===== src/design/nsd_pkg.sv =====
// ----------------------------------------------------------------------------
// nsd_pkg
// Shared types and constants for the nearest segment direction unit.
// ----------------------------------------------------------------------------
package nsd_pkg;

    localparam int COORD_W = 32;
    localparam int DELTA_W = 33;
    localparam int BOT_W   = 67;
    localparam int NUM_W   = 69;
    localparam int REM_W   = 68;
    localparam int MUL_W   = 34;
    localparam int PROD_W  = 68;
    localparam int E_W     = 53;
    localparam int EMAG_W  = 52;
    localparam int HALF_W  = 26;
    localparam int DIST_W  = 106;
    localparam int ROOT_W  = 34;
    localparam int T_W     = 17;
    localparam int DIRN_W  = 50;
    localparam int DIRQ_W  = 15;

    localparam logic [T_W-1:0]    T_ONE   = 17'd65536;
    localparam logic [DIRQ_W-1:0] DIR_ONE = 15'd16384;

    localparam logic OP_LOAD  = 1'b0;
    localparam logic OP_QUERY = 1'b1;

    localparam logic [1:0] STAT_OK   = 2'd0;
    localparam logic [1:0] STAT_FEW  = 2'd1;
    localparam logic [1:0] STAT_ZERO = 2'd2;

    typedef enum logic [3:0] {
        ST_IDLE,
        ST_FETCH_A,
        ST_FETCH_B,
        ST_BOT,
        ST_NUM,
        ST_TDEC,
        ST_DIV,
        ST_TD,
        ST_SQ,
        ST_CMP,
        ST_ROOT,
        ST_DIRI,
        ST_DIR,
        ST_DIRW
    } st_t;

endpackage


===== src/design/nsd_mul.sv =====
// ----------------------------------------------------------------------------
// nsd_mul
// Shared signed multiplier with a registered product.
// ----------------------------------------------------------------------------
module nsd_mul (
    input  logic                                clk,
    input  logic signed [nsd_pkg::MUL_W-1:0]    op_a,
    input  logic signed [nsd_pkg::MUL_W-1:0]    op_b,
    output logic signed [nsd_pkg::PROD_W-1:0]   prod
);

    logic signed [nsd_pkg::PROD_W-1:0] prod_reg;

    always_ff @(posedge clk)
    begin
        prod_reg <= op_a * op_b;
    end

    assign prod = prod_reg;

endmodule


===== config.mk =====
export PLATFORM = sky130hd
export DESIGN_NAME = nsd_mul
export DESIGN_NICKNAME = d
export VERILOG_FILES = /design/src/design/nsd_pkg.sv /design/src/design/nsd_mul.sv
export SDC_FILE = /design/constraint.sdc
export NUM_CORES = 2
export LEC_CHECK = 0
export ABC_CLOCK_PERIOD_IN_PS = 15550
export BUFFER_PORTS_ARGS = -buffer_cell sky130_fd_sc_hd__buf_4
export CORE_ASPECT_RATIO = 1.25
export CORE_MARGIN = 2
export CORE_UTILIZATION = 40
export DETAILED_ROUTE_END_ITERATION = 8
export PLACE_DENSITY = 0.54
export SLEW_MARGIN = 25
export SYNTH_ARGS = -nofsm -noshare
export SYNTH_HDL_FRONTEND = slang
export SYNTH_SLANG_ARGS = --single-unit

===== constraint.sdc =====
create_clock -name clk -period 15.55 [get_ports clk]
set_input_delay 0.7775 -clock clk [delete_from_list [all_inputs] [get_ports clk]]
set_output_delay 0.7775 -clock clk [all_outputs]
set_load 0.02 [all_outputs]

==> results.toml <==
[grt]
grt_overflow_total = 0
antenna_found_initial = 7
use_met3_pct = 2.54
gr-usage-met2_pct = 44.8
grt_pass1_vias = 33776
grt_usage_pct = 24.1
grt.busiest_layer = "met2"
grt_start_max_net_pins = 35
grt_use_met1_pct = 27.9
grt_pass1_wl_um = 199000

[flow_run]
drv_cap = 0

[sta]
finalMaxSlewViolations = 0
worstMarginPinSlew_ns = 0.814
setup_tns_ns = 0
rsz0062_at_grt = "no"
fin_crit_ns = 8.52
max_freq_ghz = 0.117
final-setup-viol-count = 0
maxSlewHeadroom_pct = 45.3
setup_ws_ns = 7.03
finalHoldViolations = 0
fin_crit_sh_pct = 54.8

[final_layout]
area_growth_pct = 5.28
largest_register_ffs = 68
layout_commonest_cell = "fa_1"
nets = 5993
final_area_um2 = 45300
drive_gt1_share_pct = 4.26
mostFrequentLayoutCells = "fa_1, inv_1, and2_1"
instances_no_fill = 5915

[clock_tree]
cts-resized-gates = 0
h-tree-depth = 3
cts_buffers = 9
cts_buffer_depth = 2
clkTransAtPathRegs_ns = 0.07
cts_hold_buf = 0
cts_tree = "yes"
root_buffer = "clkbuf_16"
cts.sinks = 68
cts_setup_buffers = 0

[setup_path]
end_kind = "register"
cp.arrival_ns = 8.84
crit_fanout = 34
worstPathRequired_ns = 15.88
cp-start-kind = "input port"
criticalPathCategory = "in -> reg"

[routing]
totalWireLength_um = 125000
via_count = 29374
drt-vias-per-instance = 4.97
ant_nets = 0
dr.first_iter.drc_count = 1296
detail_route.wl_per_cell_um = 21.1
dr.pass1.iters = 5
drcViolationCount = 0

[yosys]
synth_top_cell_area_share_pct = 57.7
synthFlopType = "dfxtp_1"
synth_fp_nets = 6068
synth_top_area_cell = "fa_1"
ys_seq_area_share_pct = 3.16
synth_edf_count = 0
ys_warn_count = 0
avgSynthCellArea_um2 = 9.45
synth.area.top_cells = "fa_1, inv_1, and2_1, ha_1, nand2_1"
ys_ff_latch = 68
synthDistinctLibCells = 69
synth_cells = 4554
syn_area_um2 = 43000
synthArstFlopShare_pct = 0

[die]
core_area_um2 = 107000
fp.dieH_um = 371
ioPinCount = 137
die_w_um = 297
start_util_pct = 40.3
die_area_um2 = 110000
rows = 134

[min_path]
holdPathStages = 2
worst_hold_path_type = "in -> reg"

[place]
place.detailed.hpwl_um = 96600
postPlaceCellArea_um2 = 45000
io_buffers = 136
dp.cells = 5896
dpl_worst_slack_ns = 6.28
place.gp.congestion = 0.874

[status]
status = "completed"
-- Yosys cell counts, types with 4 or more instances --
cell type  instances
fa_1            1241
inv_1           1231
and2_1           621
nand2_1          542
clkbuf_1         214
ha_1             204
dfxtp_1           68
a21oi_1           61
xnor2_1           56
nor2_1            54
a21o_1            37
o21ai_0           31
xor2_1            23
nand2b_1          20
o21bai_1          12
nand3_1           11
nand4_1           11
nor2b_1            9
a31oi_1            7
o21ai_1            7
a211oi_1           6
and3_1             5
nor3_1             5
buf_4              4
o21a_1             4
or2_2              4
-- cells by family (layout without fill, tap and decap cells) --
| group | after synthesis | in the layout | share of synthesized area, % |
|---|---|---|---|
| AOI/OAI and AO/OA | 206 | 206 | 3.35 |
| and+or+nand+nor | 1296 | 1296 | 15.4 |
| buffers and inverters | 1460 | 1390 | 12.8 |
| xor gates and xnor gates | 79 | 79 | 1.61 |
| adders and majority gates | 1445 | 1445 | 63.7 |
| DFF | 68 | 68 | 3.16 |
| other | 0 | 3 | 0 |
-- area by class of cell --
type | count | area (µm²)
fill | 10648 | 61500
multi-input combinational | 3026 | 36100
inverter | 1232 | 4620
tap | 1428 | 1790
sequential | 68 | 1360
timing repair buffer | 142 | 1070
clock buffer | 9 | 225
clock inverter | 7 | 83.8
antenna | 3 | 7.51
-- worst max-delay path, stage by stage --
cell and delay [ns]:
buf_4 0.49, and2_1 0.24, fa_1 0.45, fa_1 0.55, inv_1 0.15, fa_1 0.56, inv_1 0.05, fa_1 0.37
inv_1 0.19, fa_1 0.44, inv_1 0.10, fa_1 0.41, fa_1 0.49, inv_1 0.05, fa_1 0.47, inv_1 0.04
ha_1 0.44, a21oi_1 0.12, o21ai_1 0.34, or2_2 0.20, nor2b_1 0.11, or4_1 0.57, o21ai_4 0.38, a31oi_2 0.27
o21ai_0 0.28, a21oi_1 0.12, xnor2_1 0.13
-- routing by layer --
| layer | wire, µm | share of wire, % |
|---|---|---|
| met5 | 16 | 0.013 |
| met3 | 4090 | 3.3 |
| met1 | 47300 | 38 |
| met2 | 67600 | 54 |
| met4 | 5680 | 4.6 |
-- per-stage QoR --
step | hold WS (ns) | utilization [%]
after detailed placement | 1.19 | 42.1
after CTS | 0.775 | 42.4
after floorplan | 0.905 | -
after global routing | 0.792 | 42.4
after global placement | 1.19 | 42.1
final | 0.805 | 42.4
-- path summary, 6_finish.rpt --
kind / from / endpoint / slack (ns)
max: op_b[11] / prod[67] / 7.03
min: op_b[0] / prod[0] / 0.80
Power is left out: the tool's default activity adds up to more than one toggle a clock period on the data nets, which glitch-free logic cannot reach.
