===== src/design/nsd_pkg.sv =====
// ----------------------------------------------------------------------------
// nsd_pkg
// Shared types and constants for the nearest segment direction unit.
// ----------------------------------------------------------------------------
package nsd_pkg;

    localparam int COORD_W = 32;
    localparam int DELTA_W = 33;
    localparam int BOT_W   = 67;
    localparam int NUM_W   = 69;
    localparam int REM_W   = 68;
    localparam int MUL_W   = 34;
    localparam int PROD_W  = 68;
    localparam int E_W     = 53;
    localparam int EMAG_W  = 52;
    localparam int HALF_W  = 26;
    localparam int DIST_W  = 106;
    localparam int ROOT_W  = 34;
    localparam int T_W     = 17;
    localparam int DIRN_W  = 50;
    localparam int DIRQ_W  = 15;

    localparam logic [T_W-1:0]    T_ONE   = 17'd65536;
    localparam logic [DIRQ_W-1:0] DIR_ONE = 15'd16384;

    localparam logic OP_LOAD  = 1'b0;
    localparam logic OP_QUERY = 1'b1;

    localparam logic [1:0] STAT_OK   = 2'd0;
    localparam logic [1:0] STAT_FEW  = 2'd1;
    localparam logic [1:0] STAT_ZERO = 2'd2;

    typedef enum logic [3:0] {
        ST_IDLE,
        ST_FETCH_A,
        ST_FETCH_B,
        ST_BOT,
        ST_NUM,
        ST_TDEC,
        ST_DIV,
        ST_TD,
        ST_SQ,
        ST_CMP,
        ST_ROOT,
        ST_DIRI,
        ST_DIR,
        ST_DIRW
    } st_t;

endpackage


===== src/design/nsd_root.sv =====
// ----------------------------------------------------------------------------
// nsd_root
// Iterative integer square root, one result bit per cycle.
// ----------------------------------------------------------------------------
module nsd_root (
    input  logic                                clk,
    input  logic                                rst_n,
    input  logic                                start,
    input  logic [nsd_pkg::BOT_W-1:0]           value,
    output logic                                busy,
    output logic [nsd_pkg::ROOT_W-1:0]          root
);

    localparam int V_W   = 2 * nsd_pkg::ROOT_W;
    localparam int R_W   = nsd_pkg::ROOT_W + 3;
    localparam int CNT_W = $clog2(nsd_pkg::ROOT_W);

    logic [V_W-1:0]               v_reg;
    logic [R_W-1:0]               rem_reg;
    logic [nsd_pkg::ROOT_W-1:0]   root_reg;
    logic [CNT_W-1:0]             cnt_reg;
    logic                         run_reg;
    logic [R_W-1:0]               rem_shift;
    logic [R_W-1:0]               trial;

    assign rem_shift = {rem_reg[R_W-3:0], v_reg[V_W-1 -: 2]};
    assign trial     = R_W'({root_reg, 2'b01});

    always_ff @(posedge clk or negedge rst_n)
    begin
        if (!rst_n)
        begin
            run_reg <= 1'b0;
            cnt_reg <= '0;
        end
        else if (start)
        begin
            run_reg <= 1'b1;
            cnt_reg <= '0;
        end
        else if (run_reg)
        begin
            cnt_reg <= cnt_reg + 1'b1;
            if (cnt_reg == CNT_W'(nsd_pkg::ROOT_W - 1))
            begin
                run_reg <= 1'b0;
            end
        end
    end

    always_ff @(posedge clk)
    begin
        if (start)
        begin
            v_reg    <= V_W'(value);
            rem_reg  <= '0;
            root_reg <= '0;
        end
        else if (run_reg)
        begin
            v_reg <= v_reg << 2;
            if (rem_shift >= trial)
            begin
                rem_reg  <= rem_shift - trial;
                root_reg <= {root_reg[nsd_pkg::ROOT_W-2:0], 1'b1};
            end
            else
            begin
                rem_reg  <= rem_shift;
                root_reg <= {root_reg[nsd_pkg::ROOT_W-2:0], 1'b0};
            end
        end
    end

    assign busy = run_reg;
    assign root = root_reg;

endmodule


===== config.mk =====
export PLATFORM = sky130hd
export DESIGN_NAME = nsd_root
export DESIGN_NICKNAME = d
export VERILOG_FILES = /design/src/design/nsd_pkg.sv /design/src/design/nsd_root.sv
export SDC_FILE = /design/constraint.sdc
export NUM_CORES = 1
export LEC_CHECK = 0
export ABC_AREA = 1
export BUFFER_PORTS_ARGS = -buffer_cell sky130_fd_sc_hd__buf_2
export CAP_MARGIN = 15
export CORE_MARGIN = 2
export CORE_UTILIZATION = 45
export DETAILED_ROUTE_END_ITERATION = 16
export PLACE_DENSITY_LB_ADDON = 0.12
export SETUP_SLACK_MARGIN = 0.4
export SYNTH_ARGS = -nofsm -noshare
export SYNTH_HDL_FRONTEND = slang
export SYNTH_SLANG_ARGS = --single-unit

===== constraint.sdc =====
create_clock -name clk -period 5.8 [get_ports clk]
set_clock_uncertainty 0.2 [all_clocks]
set_input_delay 1.16 -clock clk [delete_from_list [all_inputs] [get_ports clk]]
set_output_delay 1.16 -clock clk [all_outputs]
set_load 0.05 [all_outputs]

==> summary.txt, run 1 <==
Routing
  – Routed WL per cell: 13.86 um
  – 1st-iter DRT viols: ~470
  – Post-DR vias/cell: approximately 5
  – Drt pass-1 iters: 8
  – Routed wire length: roughly 21 mm
  – Final ANT Viol Nets: 0
  – Drt drc: 0
  – Via count: around 7600

Timing
  – Relative slew margins: between 30 and 40%
  – Measured slew at the worst slew-check pin: slightly above 1 ns
  – Setup TNS: 0 ns
  – Period minus WS final: ~3.5 ns
  – Tcrit/Tclk final: between 60% and 70%
  – RSZ-0062 raised after global routing: false
  – FMAX: ~290 MHz
  – Post-route setup slack: between 2 and 2.5 ns
  – Final Hold Vio Count: 0
  – Slew Limit Fails: 0
  – # setup viols final: 0

Logic synthesis
  – Area share of the largest cell type after synthesis: 23.69%
  – Largest cells by area after synthesis: edfxtp_1 24%, nand2_1 21%, dfxtp_1 17%
  – Syn Area/Cell: 7.160 um^2
  – Syn_nets: 1294
  – Mapped Cells: around 1200
  – Synth warn: 0
  – Top FF cell, synth: dfxtp_1
  – EDFF count, synth: 67
  – Netlist Area Pre-Place: 8492 um^2
  – Leading area contributor after synthesis: edfxtp_1
  – FFs w/ async S/R, synth: around 4.9%
  – Synth Register Bits: 144
  – Register area share after synthesis: roughly 42%
  – Netlist cell types: 35

Final layout
  – Multi-input gate area: roughly 4100 um^2
  – Post-layout util: 52.25%
  – Synth-to-Final Area Change: 14.32%
  – Reg area: around 3600 um^2
  – Antenna Cells: 0
  – Layout cells sized above 1: a little over an eighth
  – Final #Nets: about 1400
  – Max FFs per register: between 60 and 70
  – Fill cell count: approximately 1900
  – Final Cell Area: between 9000 and 10000 um^2

Worst setup path
  – CP startpoint: start
  – FF-to-FF End: rem_reg[8]
  – Worst EP arrival: 3.40 ns
  – Reg2reg start: root[15]
  – Crit. End Element: register
  – Crit path required time: 5.70 ns
  – Setup slack, reg-to-reg: approximately 2.6 ns
  – Startpoint Class: input port
  – Worst-case reg-to-reg path depth: 15
  – Setup CP Type: in2reg
  – Crit-path max FO: a little under 80

CTS
  – CTS Root Cell: clkbuf_16
  – H-tree depth: 4
  – Clock Sinks: ~140
  – Clock Latency Late Sink: 0.43 ns
  – CTS Hold Bufs: 0
  – Post-CTS sizing: 0
  – Postcts setup bufs: 0
  – Clk pin slew, worst setup/hold paths: approximately 0.070 ns
  – Clock Tree Buf Depth: 2
  – CTS buffer count: 17
  – TritonCTS clock tree: built

Power and ir drop
  – Int Pwr: between 2 and 3 mW
  – Clock power share: a little over a fifth
  – Net Sw Frac: between 40% and 50%
  – Flop pwr share: 26.6%
  – Logic pwr share: 51.6%
  – Max rail drop VDD: about 0.00026 V
  – Psw: 2.320 mW
  – Leakage: 5.045 nW
  – P per Cell Area: between 500 and 600 nW/um^2

Min path
  – Hold endpoint: v_reg[67]
  – Hold path startpoint: v_reg[65]
  – Worst Hold Class: reg2reg
  – Hold Path Stages: 2

GRT
  – Number of global-route vias before repair: roughly 7300
  – Largest net degree at the start of global routing: approximately 80
  – Global-route wire length before repair: between 30 and 40 mm
  – GRT Residual Overflow: 0
  – Total GRT Usage: 21.78%
  – Initial antenna violation count: 0

Floorplanning
  – CORE AREA: 18580 um^2
  – # IOs: roughly 110
  – Rows: 50
  – DIE HEIGHT: ~140 um
  – Die area: 19990 um^2
  – Initial Utilization: 45.70%
  – DIE WIDTH: around 140 um

Place
  – GP Congestion: 0.9081
  – Dpl ws: 1.808 ns
  – Area post-placement: a little over 9000 um^2
  – Input/output buffers: approximately 100
  – DP HPWL: around 15 mm

Status
  – Status: finished clean

Job
  – Max-Cap Viols: 0
## power groups by stage
| stage | Clock (mW) | Combinational (mW) | Sequential (mW) |
|---|---|---|---|
| 2_1_floorplan | 0 | 1.98 | 1.32 |
| 3_3_place_gp | 0 | 2.51 | 1.33 |
| 3_5_place_dp | 0 | 2.52 | 1.32 |
| 4_1_cts | 1.09 | 2.53 | 1.31 |
| 5_1_grt | 1.14 | 2.90 | 1.32 |
| 6_report | 1.07 | 2.53 | 1.31 |
## synth_stat cells, types with 6 or more instances
cell type	number
nand2_1	477
inv_1	159
nand3_1	93
dfxtp_1	70
edfxtp_1	67
nor2_1	61
nand4_1	40
ha_1	38
o22ai_1	35
a21oi_1	29
clkbuf_1	19
xor2_1	16
o21ai_0	12
buf_1	9
nor3_1	9
dfrtp_1	7
nand2_2	7
buf_6	6
nor2_2	6
## per-stage QoR
stage | hold slack (ns) | std cells | total power [mW]
after detailed placement | 0.2380 | 1488 | 3.841
final | 0.2521 | 1520 | 4.915
after global routing | 0.2765 | 1520 | 5.361
after floorplan | 0.2215 | 1186 | 3.309
after CTS | 0.2569 | 1520 | 4.924
after global placement | 0.2318 | 1488 | 3.837
## critical path: stages
cell and delay, ns:
buf_2 0.07, buf_4 0.55, nor2_2 0.04, buf_4 0.30
inv_4 0.72, buf_4 0.47
## placed cells by master (no fill, tap or decap), types with 2 or more instances in the layout
master,n
nand4_1,40
buf_4,5
nand2_8,2
o22ai_1,35
o21bai_1,2
inv_8,5
inv_1,157
clkinvlp_4,2
dfxtp_1,70
ha_1,38
clkinv_4,3
dfrtp_1,7
o21ai_0,12
buf_2,104
nand2_2,7
nor2_1,60
clkbuf_16,17
nor2_2,6
nand3_1,93
inv_2,4
xor2_1,16
a21oi_1,29
nand3b_1,2
edfxtp_1,67
inv_6,3
nand2_1,477
nor3_1,9
## layer usage
metal | up-vias | routed length (um) | GRT usage, %
li1 | 3980 | - | -
met1 | 3406 | 10220 | 29.77
met2 | 175 | 9629 | 35.33
met3 | 22 | 952 | 4.657
met4 | 0 | 273 | 5.579
met5 | - | 0 | 0
## logic make-up (layout without fill, tap and decap cells)
kind of cell / Yosys count / after routing / synth area share [%]
simple gates: 701 / 701 / 34.96
buf+inv: 203 / 303 / 9.695
flops: 144 / 144 / 42.26
compound gates: 83 / 83 / 5.732
fa+ha+maj: 38 / 38 / 5.599
xor+xnor: 17 / 17 / 1.753
## final cells by class
type / instances / area share (%)
repair buffers: 109 / 5.748
well taps: 234 / 3.016
clock buffers: 17 / 4.382
clock inverters: 15 / 1.495
inverters: 162 / 6.289
flip-flops and latches: 144 / 36.96
multi-input cells: 839 / 42.11
## worst max-delay path by stage
stage                     end  cells after the start  slack (ns)
floorplan            v_reg[0]                      4        1.60
global placement    v_reg[32]                      6        1.85
detailed placement  v_reg[25]                      6        1.81
CTS                 v_reg[27]                      6        2.26
global route        v_reg[27]                      6        2.13
finish              v_reg[27]                      6        2.30
(Power assumes the default switching activity.)
==> inputs of run 2 (changes only) <==
--- a/config.mk
+++ b/config.mk
@@ -5,7 +5,7 @@
 export SDC_FILE = /design/constraint.sdc
 export NUM_CORES = 1
 export LEC_CHECK = 0
-export ABC_AREA = 1
+export ABC_AREA = 0
 export BUFFER_PORTS_ARGS = -buffer_cell sky130_fd_sc_hd__buf_2
 export CAP_MARGIN = 15
 export CORE_MARGIN = 2
==> constraint.sdc (replaced) <==
create_clock -name clk -period 3.6 [get_ports clk]
set_clock_uncertainty 0.2 [all_clocks]
set_input_delay 0.72 -clock clk [delete_from_list [all_inputs] [get_ports clk]]
set_output_delay 0.72 -clock clk [all_outputs]
set_load 0.05 [all_outputs]
==> run 2 against run 1 <==
Compared with the run above: worst setup slack got worse by 1.8 ns; register-to-register slack got worse by 2.0 ns; area after synthesis down 4.7%; critical path type is now reg2reg.
==> summary.txt, run 2 <==
Routing
  – Post-DR vias/cell: 5.414 (was 4.989)
  – Routed WL per cell: 16.19 um (was 13.86 um)
  – Via count: 6150 (was 7583)
  – Final ANT Viol Nets: 0 (unchanged)
  – Drt drc: 0 (unchanged)
  – 1st-iter DRT viols: 372 (was 471)
  – Drt pass-1 iters: 6 (was 8)
  – Routed wire length: 18.39 mm (was 21.07 mm)

Logic synthesis
  – Netlist cell types: 59 (was 35)
  – Largest cells by area after synthesis: edfxtp_1 25%, dfxtp_1 17%, mux2_2 9.0% (was edfxtp_1 24%, nand2_1 21%, dfxtp_1 17%)
  – Netlist Area Pre-Place: 8090 um^2 (was 8492 um^2)
  – Area share of the largest cell type after synthesis: 24.87% (was 23.69%)
  – Mapped Cells: 798 (was 1186)
  – Top FF cell, synth: dfxtp_1 (unchanged)
  – Syn_nets: 906 (was 1294)
  – FFs w/ async S/R, synth: 4.861% (unchanged)
  – Leading area contributor after synthesis: edfxtp_1 (unchanged)
  – Top post-synthesis cells by count: 113 x nor2_1, 70 x dfxtp_1, 67 x edfxtp_1 (was 477 x nand2_1, 159 x inv_1, 93 x nand3_1)
  – Syn Area/Cell: 10.14 um^2 (was 7.160 um^2)
  – Top-count cell post-synth: nor2_1 (was nand2_1)
  – EDFF count, synth: 67 (unchanged)
  – Synth Register Bits: 144 (unchanged)
  – Synth warn: 0 (unchanged)
  – Register area share after synthesis: 44.36% (was 42.26%)

CTS
  – CTS buffer count: 17 (unchanged)
  – TritonCTS clock tree: built (unchanged)
  – Clock Tree Buf Depth: 2 (unchanged)
  – Clock Latency Late Sink: 0.43 ns (about the same)
  – CTS Root Cell: clkbuf_16 (unchanged)
  – Clock Sinks: 144 (unchanged)
  – H-tree depth: 4 (unchanged)
  – Clk pin slew, worst setup/hold paths: 0.07 ns (about the same)

Worst setup path
  – Largest stage delay, worst path: 0.61 ns (was 0.72 ns)
  – Cell chain of the critical path: inv_1, ha_1, o21a_1, a221oi_4, o211ai_2, a21o_1, a31oi_4, buf_12, o41a_2, mux2i_1, a211oi_1 (was buf_2, buf_4, nor2_2, buf_4, inv_4, buf_4)
  – Worst EP arrival: 3.20 ns (was 3.40 ns)
  – Crit. End Element: register (unchanged)
  – Crit-path max FO: 10 (was 78)
  – Startpoint Class: register (was input port)
  – Critical-path top delay cell: o41a_2 (was inv_4)
  – Crit path required time: 3.74 ns (was 5.70 ns)
  – Setup CP Type: reg2reg (was in2reg)
  – Worst-case reg-to-reg path depth: 11 (was 15)

Timing
  – Final hold slack: 0.3022 ns (was 0.2521 ns)
  – Period minus WS final: around 3.1 ns
  – # setup viols final: 0 (unchanged)
  – Measured slew at the worst slew-check pin: 0.6016 ns (was 1.035 ns)
  – Final Hold Vio Count: 0 (unchanged)
  – Setup TNS: 0 ns (unchanged)
  – Tcrit/Tclk final: ~85%
  – Post-route setup slack: 0.5317 ns (was 2.302 ns)
  – RSZ-0062 raised after global routing: false (unchanged)
  – FMAX: around 330 MHz
  – Relative slew margins: 59.89% (was 30.89%)
  – Slew Limit Fails: 0 (unchanged)

Final layout
  – Antenna Cells: 0 (unchanged)
  – Final cell count without fillers: 1136 (was 1520)
  – Max FFs per register: 68 (unchanged)
  – Layout cells sized above 1: 28.89% (was 13.06%)
  – Fill cell count: 1629 (was 1872)
  – Most common cell after layout, fill and taps aside: nor2_1 (was nand2_1)
  – Synth-to-Final Area Change: 19.75% (was 14.32%)
  – Final #Nets: 1002 (was 1381)
  – Most frequent cells in the layout: 112 x nor2_1, 103 x buf_2, 67 x edfxtp_1, 65 x mux2_2, 61 x dfxtp_1 (was 477 x nand2_1, 157 x inv_1, 104 x buf_2, 93 x nand3_1, 70 x dfxtp_1)
  – Post-layout util: 54.49% (was 52.25%)

Floorplanning
  – DIE WIDTH: 138.1 um (was 141.4 um)
  – CORE AREA: 17780 um^2 (was 18580 um^2)
  – Initial Utilization: 45.50% (was 45.70%)
  – Rows: 49 (was 50)
  – Die area: 19070 um^2 (was 19990 um^2)
  – DIE HEIGHT: 138.1 um (was 141.4 um)
  – # IOs: 105 (unchanged)

Place
  – Input/output buffers: 104 (unchanged)
  – GP Congestion: 0.9160 (was 0.9081)
  – Dpl ws: 0.2282 ns (was 1.808 ns)
  – DP HPWL: 12.16 mm (was 14.99 mm)
  – Inst Count DP: 1094 (was 1488)

Min path
  – Worst Hold Class: reg2reg (unchanged)
  – Hold Path Stages: 2 (unchanged)

GRT
  – Number of global-route vias before repair: 6167 (was 7302)
  – Global-route wire length before repair: 30.00 mm (was 35.19 mm)
  – Total GRT Usage: 18.91% (was 21.78%)
  – GRT Residual Overflow: 0 (unchanged)
  – Largest net degree at the start of global routing: 81 (was 79)
  – Initial antenna violation count: 0 (unchanged)

Power and ir drop
  – Leakage: 4.213 nW (was 5.045 nW)
  – P per Cell Area: 857.5 nW/um^2 (was 506.3 nW/um^2)
  – Max rail drop VDD: 0.0004586 V (was 0.0002619 V)

Status
  – Status: finished clean (unchanged)

Job
  – Max-Cap Viols: 0 (unchanged)
run 2: cell type report:
class / instances / area [um^2] / area share (%)
Inverter: 43 / 161.4 / 1.666
Multi-Input combinational cell: 574 / 4349 / 44.89
Clock buffer: 18 / 429.2 / 4.430
Tap cell: 229 / 286.5 / 2.958
Sequential cell: 144 / 3603 / 37.19
Clock inverter: 14 / 195.2 / 2.015
Timing Repair Buffer: 114 / 663.1 / 6.845
run 2: layer usage:
metal  part of all wire [%]  GRT usage, %
met1                     45         23.67
met4                    1.3         5.639
met3                    5.9         6.235
met2                     48         31.29
met5                      0             0
run 2: logic make-up (layout without fill, tap and decap cells):
logic type / count (synthesis) / count (layout) / synth area share (%)
DFF: 144 / 144 / 44.36
and+or+nand+nor: 215 / 215 / 12.31
AOI/OAI and AO/OA: 168 / 174 / 14.20
adders and majority gates: 38 / 38 / 5.877
buffers and inverters: 86 / 189 / 4.640
xor gates and xnor gates: 37 / 37 / 4.006
muxes: 110 / 110 / 14.61
run 2: path summary, 6_finish.rpt:
path                        startpoint           to  slack, ns
setup / recovery               root[0]   rem_reg[7]       0.53
hold / removal             rem_reg[33]  rem_reg[33]       0.30
setup reg to reg               root[0]   rem_reg[7]       0.53
hold reg to reg            rem_reg[33]  rem_reg[33]       0.30
max in group asynchronous        rst_n         busy       2.57
min in group asynchronous        rst_n   cnt_reg[5]       0.46
run 2: timing repair:
| action | CTS | global route |
|---|---|---|
| hold buffers | 1 | 0 |
| cloned | 2 | 4 |
| endpoints found under the hold margin | 7 | 0 |
| resized for setup | 3 | 29 |
| endpoints found under the setup margin | 35 | 35 |
| setup buffers | 0 | 3 |
| pin swaps | 1 | 8 |
run 2: critical path, delay by kind of cell (launching register included):
family	cells	cell delay [ns]
compound gates	7	1.69
flops	1	0.35
fa+ha+maj	1	0.35
buf+inv	2	0.22
mux	1	0.16
run 2: stage by stage:
stage / power, mW / cell area [um^2]
after floorplan: 5.221 / 8099
after CTS: 7.896 / 9472
final: 8.308 / 9688
after global placement: 5.762 / 8793
after global routing: 8.888 / 9688
after detailed placement: 5.795 / 8793
run 2: report_power, final:
part	total [mW]	internal, mW	leakage [nW]	switching, mW
Clock	1.88	1.12	0.304	0.759
Combinational	4.30	1.86	2.53	2.44
Sequential	2.13	1.97	1.38	0.161
Total	8.31	4.95	4.21	3.36
==> inputs of run 3 (changes only) <==
--- a/config.mk
+++ b/config.mk
@@ -8,11 +8,14 @@
 export ABC_AREA = 0
 export BUFFER_PORTS_ARGS = -buffer_cell sky130_fd_sc_hd__buf_2
 export CAP_MARGIN = 15
+export CELL_PAD_IN_SITES_DETAIL_PLACEMENT = 1
+export CELL_PAD_IN_SITES_GLOBAL_PLACEMENT = 2
 export CORE_MARGIN = 2
-export CORE_UTILIZATION = 45
+export CORE_UTILIZATION = 37
 export DETAILED_ROUTE_END_ITERATION = 16
 export PLACE_DENSITY_LB_ADDON = 0.12
 export SETUP_SLACK_MARGIN = 0.4
+export SLEW_MARGIN = 20
 export SYNTH_ARGS = -nofsm -noshare
 export SYNTH_HDL_FRONTEND = slang
 export SYNTH_SLANG_ARGS = --single-unit
==> constraint.sdc (replaced) <==
create_clock -name clk -period 3.6 [get_ports clk]
set_clock_uncertainty 0.2 [all_clocks]
set_input_delay 0.54 -clock clk [delete_from_list [all_inputs] [get_ports clk]]
set_output_delay 0.54 -clock clk [all_outputs]
set_load 0.05 [all_outputs]
==> run 3 against run 2 <==
Compared with the run above: maximum frequency shrank 0.35%; combinational power grew 6.0%; count of clock-buffer cells in the layout shrank 1; highest routed layer unchanged; largest cell class unchanged; sequential power is essentially flat.
==> summary.txt, run 3 (synthesis gave the netlist of run 2 again) <==
CTS
  – H-tree depth: 4 (unchanged)
  – CTS buffer count: 17 (unchanged)
  – Clock Sinks: 144 (unchanged)
  – Clock Tree Buf Depth: 2 (unchanged)
  – Clock Latency Late Sink: 0.42 ns (was 0.43 ns)
  – TritonCTS clock tree: built (unchanged)
  – CTS Root Cell: clkbuf_16 (unchanged)
  – Clk pin slew, worst setup/hold paths: 0.07 ns (about the same)

Worst setup path
  – Cell family with most CP delay: compound AO/OA/AOI/OAI gates (unchanged)
  – CP bufs+invs: 1 (was 2)
  – Crit path required time: 3.67 ns (was 3.74 ns)
  – Crit-path max FO: 7 (was 10)
  – Crit. End Element: register (unchanged)
  – Worst EP arrival: 3.15 ns (was 3.20 ns)
  – Startpoint Class: register (unchanged)
  – Cell chain of the critical path: inv_1, ha_2, a21o_1, a221oi_4, o211ai_2, a21o_1, a31oi_2, o41a_4, mux2i_1, a211oi_1 (was inv_1, ha_1, o21a_1, a221oi_4, o211ai_2, a21o_1, a31oi_4, buf_12, o41a_2, mux2i_1, a211oi_1)
  – Critical-path top delay cell: a31oi_2 (was o41a_2)
  – Setup slack, reg-to-reg: 0.52 ns (was 0.53 ns)
  – Setup CP Type: reg2reg (unchanged)
  – Largest stage delay, worst path: 0.40 ns (was 0.61 ns)
  – Critical Path Most Common Cell: a21o_1

Floorplanning
  – DIE HEIGHT: 151.9 um (was 138.1 um)
  – # IOs: 105 (unchanged)
  – DIE WIDTH: 151.9 um (was 138.1 um)
  – CORE AREA: 21620 um^2 (was 17780 um^2)
  – Die area: 23060 um^2 (was 19070 um^2)
  – Rows: 54 (was 49)
  – Initial Utilization: 37.42% (was 45.50%)

Final layout
  – Layout cells sized above 1: 29.26% (was 28.89%)
  – Final cell count without fillers: 1196 (was 1136)
  – Final #Nets: 1011 (was 1002)
  – Most frequent cells in the layout: 112 x nor2_1, 103 x buf_2, 67 x edfxtp_1, 65 x mux2_2, 63 x dfxtp_1 (was 112 x nor2_1, 103 x buf_2, 67 x edfxtp_1, 65 x mux2_2, 61 x dfxtp_1)
  – Fill cell count: 2469 (was 1629)
  – Max FFs per register: 68 (unchanged)
  – Antenna Cells: 0 (unchanged)
  – Most common cell after layout, fill and taps aside: nor2_1 (unchanged)
  – Synth-to-Final Area Change: 20.69% (was 19.75%)

Timing
  – Post-route setup slack: 0.5209 ns (was 0.5317 ns)
  – Slew Limit Fails: 0 (unchanged)
  – # setup viols final: 0 (unchanged)
  – Relative slew margins: 53.56% (was 59.89%)
  – Measured slew at the worst slew-check pin: 0.6966 ns (was 0.6016 ns)
  – Final Hold Vio Count: 0 (unchanged)
  – RSZ-0062 raised after global routing: true (was false)
  – FMAX: 324.8 MHz (was 325.9 MHz)
  – Tcrit/Tclk final: 85.53% (was 85.23%)
  – Period minus WS final: 3.079 ns (was 3.068 ns)
  – Setup TNS: 0 ns (unchanged)

GRT
  – Global-route wire length before repair: 34.29 mm (was 30.00 mm)
  – Initial antenna violation count: 0 (unchanged)
  – Largest net degree at the start of global routing: 67 (was 81)
  – Number of global-route vias before repair: 6634 (was 6167)
  – GRT Residual Overflow: 0 (unchanged)
  – Total GRT Usage: 17.91% (was 18.91%)

Power and ir drop
  – Leakage: 4.225 nW (was 4.213 nW)
  – P per Cell Area: 867.0 nW/um^2 (was 857.5 nW/um^2)
  – Max rail drop VDD: 0.0004331 V (was 0.0004586 V)

Routing
  – Post-DR vias/cell: 5.243 (was 5.414)
  – Drt pass-1 iters: 4 (was 6)
  – Routed WL per cell: 17.43 um (was 16.19 um)
  – 1st-iter DRT viols: 224 (was 372)
  – Final ANT Viol Nets: 0 (unchanged)
  – Routed wire length: 20.85 mm (was 18.39 mm)
  – Drt drc: 0 (unchanged)
  – Via count: 6271 (was 6150)

Place
  – DP HPWL: 13.75 mm (was 12.16 mm)
  – Dpl ws: 0.1556 ns (was 0.2282 ns)
  – Input/output buffers: 104 (unchanged)
  – GP Congestion: 0.8473 (was 0.9160)
  – Inst Count DP: 1150 (was 1094)

Min path
  – Worst Hold Class: in2reg (was reg2reg)

Status
  – Status: finished clean (unchanged)

Job
  – Max-Cap Viols: 0 (unchanged)
run 3: report_power, final:
| group | internal (mW) | switching [mW] | total, mW |
|---|---|---|---|
| clock network | 0.934 | 0.844 | 1.78 |
| logic | 1.96 | 2.60 | 4.56 |
| registers | 1.97 | 0.161 | 2.13 |
run 3: layout make-up:
| type | count | area [um^2] | share of cell area [%] |
|---|---|---|---|
| multi-input combinational | 574 | 4342 | 44.46 |
| sequential | 144 | 3601 | 36.88 |
| timing repair buffer | 123 | 718.2 | 7.355 |
| clock buffer | 17 | 425.4 | 4.357 |
| tap | 280 | 350.3 | 3.588 |
| clock inverter | 15 | 166.4 | 1.704 |
| inverter | 43 | 161.4 | 1.653 |
run 3: final timing paths:
check                          start           to  depth (start not counted)
min in group asynchronous      rst_n         busy                          2
max in group asynchronous      rst_n         busy                          2
hold reg to reg            v_reg[65]    v_reg[67]                          2
setup / recovery             root[1]  rem_reg[31]                         10
setup reg to reg             root[1]  rem_reg[31]                         10
hold / removal             value[55]    v_reg[55]                          2
run 3: routing by layer:
| layer | part of all wire, % | vias up | GRT usage [%] |
|---|---|---|---|
| li1 | - | 3091 | - |
| met5 | 0 | - | 0 |
| met1 | 46 | 3033 | 22.91 |
| met4 | 1.3 | 0 | 4.228 |
| met2 | 48 | 125 | 30.20 |
| met3 | 4.9 | 22 | 4.906 |
run 3: repair_timing:
| action | in CTS | in global routing |
|---|---|---|
| hold buffers | 1 | 0 |
| resized for setup | 6 | 25 |
| buffers inserted | 0 | 7 |
| pin swaps | 2 | 8 |
| hold endpoints to repair | 7 | 0 |
| cloned | 3 | 3 |
| endpoints found under the setup margin | 36 | 35 |
run 3: metrics by stage:
step           total power, mW  util, %  cell area (um^2)  hold WS [ns]
2_1_floorplan            5.221        -              8099       0.04441
4_1_cts                  8.074    44.17              9550        0.1945
5_1_grt                  9.067    45.16              9764        0.1988
3_3_place_gp             5.909    41.02              8870        0.1740
6_report                 8.466    45.16              9764        0.2104
3_5_place_dp             5.973    41.02              8870        0.1808
